==> config.mk <==
export PLATFORM = sky130hd
export DESIGN_NAME = nptt_ctrl
export DESIGN_NICKNAME = d
export VERILOG_FILES = /design/src/design/nptt_pkg.sv /design/src/design/nptt_ctrl.sv
export SDC_FILE = /design/constraint.sdc
export NUM_CORES = 1
export LEC_CHECK = 0
export ABC_AREA = 1
export BUFFER_PORTS_ARGS = -buffer_cell sky130_fd_sc_hd__buf_2
export CAP_MARGIN = 10
export CORE_AREA = 4 4 41 43
export CTS_BUF_LIST = sky130_fd_sc_hd__clkbuf_16
export DETAILED_ROUTE_END_ITERATION = 8
export DIE_AREA = 0 0 45 47
export MAX_ROUTING_LAYER = met4
export PLACE_DENSITY_LB_ADDON = 0.25
export RECOVER_POWER = 50
export SETUP_SLACK_MARGIN = 0.15
export SLEW_MARGIN = 20
export SYNTH_ARGS = -nofsm -noshare
export SYNTH_HDL_FRONTEND = slang
export SYNTH_SLANG_ARGS = --single-unit
==> constraint.sdc <==
create_clock -name clk -period 2.7 [get_ports clk]
set_input_delay 0.135 -clock clk [delete_from_list [all_inputs] [get_ports clk]]
set_output_delay 0.135 -clock clk [all_outputs]
set_load 0.03 [all_outputs]
==> src/design/nptt_pkg.sv <==
// nptt_pkg: shared types and constants of the port translation table
// depends on nothing; used by every module of the block
package nptt_pkg;

  localparam int unsigned SLOTS  = 2048;
  localparam int unsigned SLOT_W = $clog2(SLOTS);
  localparam int unsigned CNT_W  = SLOT_W + 1;

  localparam logic [31:0] RST_PUB_ADDR = 32'd0;
  localparam logic [15:0] RST_TIMEOUT  = 16'd30;
  localparam logic [15:0] RST_BASE     = 16'd10000;

  typedef logic [1:0] kind_t;
  localparam kind_t KIND_FREE = 2'd0;
  localparam kind_t KIND_UDP  = 2'd1;
  localparam kind_t KIND_TCP  = 2'd2;

  typedef logic [1:0] cfg_idx_t;
  localparam cfg_idx_t CFG_PUB_ADDR = 2'd0;
  localparam cfg_idx_t CFG_TIMEOUT  = 2'd1;
  localparam cfg_idx_t CFG_BASE     = 2'd2;

  typedef struct packed {
    logic        action;
    logic [31:0] src_address;
    logic [15:0] src_port;
    logic [31:0] dst_address;
    logic [15:0] dst_port;
    logic        syn_flag;
    logic        rst_flag;
    logic [31:0] now_seconds;
  } in_item_t;

  typedef struct packed {
    logic        accept;
    logic [31:0] new_src_address;
    logic [15:0] new_src_port;
    logic [31:0] new_dst_address;
    logic [15:0] new_dst_port;
  } out_item_t;

  typedef struct packed {
    kind_t       kind;
    logic [31:0] inner_address;
    logic [15:0] inner_port;
    logic [31:0] last_use;
  } entry_t;

  typedef enum logic [2:0] {
    S_CLEAR, S_IDLE, S_DISPATCH, S_IN_EVAL, S_SCAN, S_OUT_DEC, S_FREE, S_DONE
  } state_t;

  typedef struct packed {
    logic clr_wr;
    logic capture;
    logic dispatch;
    logic scan_step;
    logic in_eval;
    logic out_dec;
    logic free_wr;
    logic out_load;
  } cmd_t;

  typedef struct packed {
    logic clr_last;
    logic incoming;
    logic in_range;
    logic scan_done;
    logic need_free;
  } sts_t;

endpackage

==> src/design/nptt_ctrl.sv <==
// nptt_ctrl: sequencing state machine of the port translation table
// depends on nptt_pkg; drives commands to nptt_dp
module nptt_ctrl (
  input  logic           clk,
  input  logic           rst_n,
  input  logic           in_valid,
  output logic           in_stall,
  output logic           out_valid,
  input  logic           out_stall,
  input  nptt_pkg::sts_t sts,
  output nptt_pkg::cmd_t cmd
);

  nptt_pkg::state_t state_r, state_nxt;
  logic out_valid_r, out_valid_nxt;

  always_ff @(posedge clk) begin
    if (!rst_n) begin
      state_r     <= nptt_pkg::S_CLEAR;
      out_valid_r <= 1'b0;
    end else begin
      state_r     <= state_nxt;
      out_valid_r <= out_valid_nxt;
    end
  end

  always_comb begin
    state_nxt = state_r;
    cmd       = '0;
    in_stall  = 1'b1;
    unique case (state_r)
      nptt_pkg::S_CLEAR: begin
        cmd.clr_wr = 1'b1;
        if (sts.clr_last) state_nxt = nptt_pkg::S_IDLE;
      end
      nptt_pkg::S_IDLE: begin
        in_stall = 1'b0;
        if (in_valid) begin
          cmd.capture = 1'b1;
          state_nxt   = nptt_pkg::S_DISPATCH;
        end
      end
      nptt_pkg::S_DISPATCH: begin
        cmd.dispatch = 1'b1;
        if (!sts.incoming)     state_nxt = nptt_pkg::S_SCAN;
        else if (sts.in_range) state_nxt = nptt_pkg::S_IN_EVAL;
        else                   state_nxt = nptt_pkg::S_DONE;
      end
      nptt_pkg::S_IN_EVAL: begin
        cmd.in_eval = 1'b1;
        state_nxt   = nptt_pkg::S_DONE;
      end
      nptt_pkg::S_SCAN: begin
        cmd.scan_step = 1'b1;
        if (sts.scan_done) state_nxt = nptt_pkg::S_OUT_DEC;
      end
      nptt_pkg::S_OUT_DEC: begin
        cmd.out_dec = 1'b1;
        state_nxt   = sts.need_free ? nptt_pkg::S_FREE : nptt_pkg::S_DONE;
      end
      nptt_pkg::S_FREE: begin
        cmd.free_wr = 1'b1;
        state_nxt   = nptt_pkg::S_DONE;
      end
      nptt_pkg::S_DONE: begin
        if (!out_valid_r || !out_stall) begin
          cmd.out_load = 1'b1;
          state_nxt    = nptt_pkg::S_IDLE;
        end
      end
      default: state_nxt = nptt_pkg::S_CLEAR;
    endcase
  end

  always_comb begin
    out_valid_nxt = out_valid_r;
    if (out_valid_r && !out_stall) out_valid_nxt = 1'b0;
    if (cmd.out_load)              out_valid_nxt = 1'b1;
  end

  assign out_valid = out_valid_r;

endmodule

==> impl_metrics.toml <==
[power_and_ir_drop]
switching_share_pct = 43.79
p_seq_share_pct = 16.6
p_comb_share_pct = 46.6
p_int_w = 0.0003553
ir_drop_uv = 457.9
p_leak_nw = 0.3250
power_frac_clock_pct = 36.8
p_switching_w = 0.0002768
power_density_nw_per_um2 = 1186

[synth]
syn_area_um2 = 371.6
syn-num-nets = 74
async_flop_share_pct = 0
dominantRegCellSynth = "dfxtp_1"
synth_enable_flop_cells = 0
ys_ff_latch = 4
syn_area_per_cell_um2 = 5.717
seq_area_frac_synth_pct = 21.55
synth_warnings = 0
ys_types = 17
syn_inst = 65

[critical_path]
rrSetupSlack_ns = 1.42
crit_required_ns = 2.57
path_max_fanout = 8
reg2regPathDepth = 7
max_stage_delay_ns = 0.48
path_cells = "nand2_1, nor2_1, inv_1, nor2_1, buf_2"
critical_path.top_delay_family = "flip-flops"
critPathCaptureType = "output pin"
worstSetupStartpoint = "state_r[1]"
r2r-end = "state_r[0]"
start_kind = "register"
crit_end = "cmd[0]"
cp.depth = 5
r2r-start = "state_r[1]"
worst-setup-path-type = "reg -> out"
crit_path_top_delay_cell = "dfxtp_1"
critPathArrivalTime_ns = 1.35
worst-path-buf-inv = 2
timing.critical_path.mode_cell = "nor2_1"

[cts]
cts-root-buf = "clkbuf_16"
cts_setup_buffers = 0
cts-buffers-inserted = 3
clk_latency_ns = 0.23
cts_tree = "done"
clkTransAtPathRegs_ns = 0.03
cts_hold_buffers = 0
clock_sinks = 4
clock_tree.buffer_depth = 2
h-tree-depth = 1
cts_resized = 0

[floorplan]
row_count = 13
die_h_um = 47
core_area_um2 = 1301
die_width_um = 45
die-area_um2 = 2115
start_util_pct = 28.56
ios = 19

[cells_and_area]
final_cell_mix = "buf_2, nand2_1, inv_1"
nFillCells = 169
nNetsFinal = 95
utilization_pct = 40.96
layout_commonest_cell = "buf_2"
syn_to_final_growth_pct = 43.43
drive_gt1_share_pct = 36.90
antennaDiodeCount = 0

[sta]
maxSlewViolCount = 0
grt_setup_unrepaired = "no"
post-route-period-util_pct = 54.91
finClkSkew_ns = 0.002092
period_needed_ns = 1.482
fmax_mhz = 674.5
slew_headroom_pct = 75.88
finalSetupTns_ns = 0
hold_viol_final = 0
worst_slack_ns = 1.218
hold_ws_ns = 0.1765
finalSetupViolations = 0
tightest_slew_ns = 0.3634

[grt]
grt_pass1_wl_mm = 1.400
antenna_found_initial = 0
grt_max_degree = 11
grt_pass1_vias = 365
grt_use_total_pct = 10.02
overflow = 0

[route]
finalWirelength_um = 879
vias = 420
wl_per_cell_um = 8.879
post-route-drc-count = 0
postRouteAntennaNets = 0
dr.pass1.iters = 4
drtIter0Drc = 7
viasPerCell = 4.242

[placed_design]
dp_slack_ns = 1.459
gp_congestion = 0.7567
dpl.hpwl_um = 724.3
io_buffers = 18

[job]
maxCapViolCount = 0

[status]
status = "complete, no violations"

[min_path]
min-delay-path-class = "in -> reg"
[Yosys cell counts (2+ instances only)]
| cell type | number | share of area [%] |
|---|---|---|
| dfxtp_1 | 4 | 22 |
| buf_4 | 2 | 4.0 |
| nand3_1 | 5 | 6.7 |
| nor2_1 | 8 | 8.1 |
| a21oi_1 | 3 | 4.0 |
| nand2_1 | 14 | 14 |
| nor2_2 | 5 | 8.4 |
| inv_2 | 4 | 4.0 |
| nand2_2 | 3 | 5.1 |
| inv_1 | 10 | 10 |
[stage by stage]
step	area [µm²]	std cells	power [W]
after floorplan	371.6	65	0.0003461
after global placement	465.4	96	0.0004092
after detailed placement	465.4	96	0.0004106
after CTS	540.5	99	0.0006479
after global routing	533.0	99	0.0006812
final	533.0	99	0.0006320
[registers in the layout, indices dropped and copies added (netlist names)]
signal	flops
state_r	3
out_valid	1
[cell type report]
class,instances,area (µm²),share of cell area (%)
Multi-Input combinational cell,45,219.0,41.08
Timing Repair Buffer,18,87.58,16.43
Sequential cell,4,80.08,15.02
Clock buffer,3,75.07,14.08
Inverter,14,52.55,9.859
Tap cell,15,18.77,3.521
[power by group through the flow]
stage	clock, W	combinational, W	sequential (W)
2_1_floorplan	0	0.000253	0.0000929
3_3_place_gp	0	0.000300	0.000109
3_5_place_dp	0	0.000302	0.000109
4_1_cts	0.000237	0.000303	0.000108
5_1_grt	0.000241	0.000331	0.000109
6_report	0.000232	0.000295	0.000105
[logic make-up after synthesis]
logic type	count (synthesis)	share of synthesized area [%]
simple gates	39	51.18
flops	4	21.55
compound gates	6	9.088
buf+inv	16	18.18
[worst register-to-register path: cells and delay by family (launching register included)]
kind,cells,cell delay [ns]
and+or+nand+nor,6,0.51
DFF,1,0.48
AOI/OAI and AO/OA,1,0.16
[worst min-delay path by stage]
stage          slack [ns]         end  cells after the start  start
2_1_floorplan        0.27  state_r[0]                      2  rst_n
3_3_place_gp         0.39  state_r[0]                      3  rst_n
3_5_place_dp         0.39  state_r[0]                      3  rst_n
4_1_cts              0.16  state_r[0]                      3  rst_n
5_1_grt              0.18  state_r[0]                      3  rst_n
6_report             0.18  state_r[0]                      3  rst_n
[routing by layer]
metal  share of wire, %  global-route usage (%)  up-vias
li1                   -                       -      234
met1                 48                   11.56      165
met2                 37                   13.56       18
met3                 12                   4.598        3
met4                3.0                   7.018        0
met5                  0                       -        -
(Power assumes the default switching activity.)
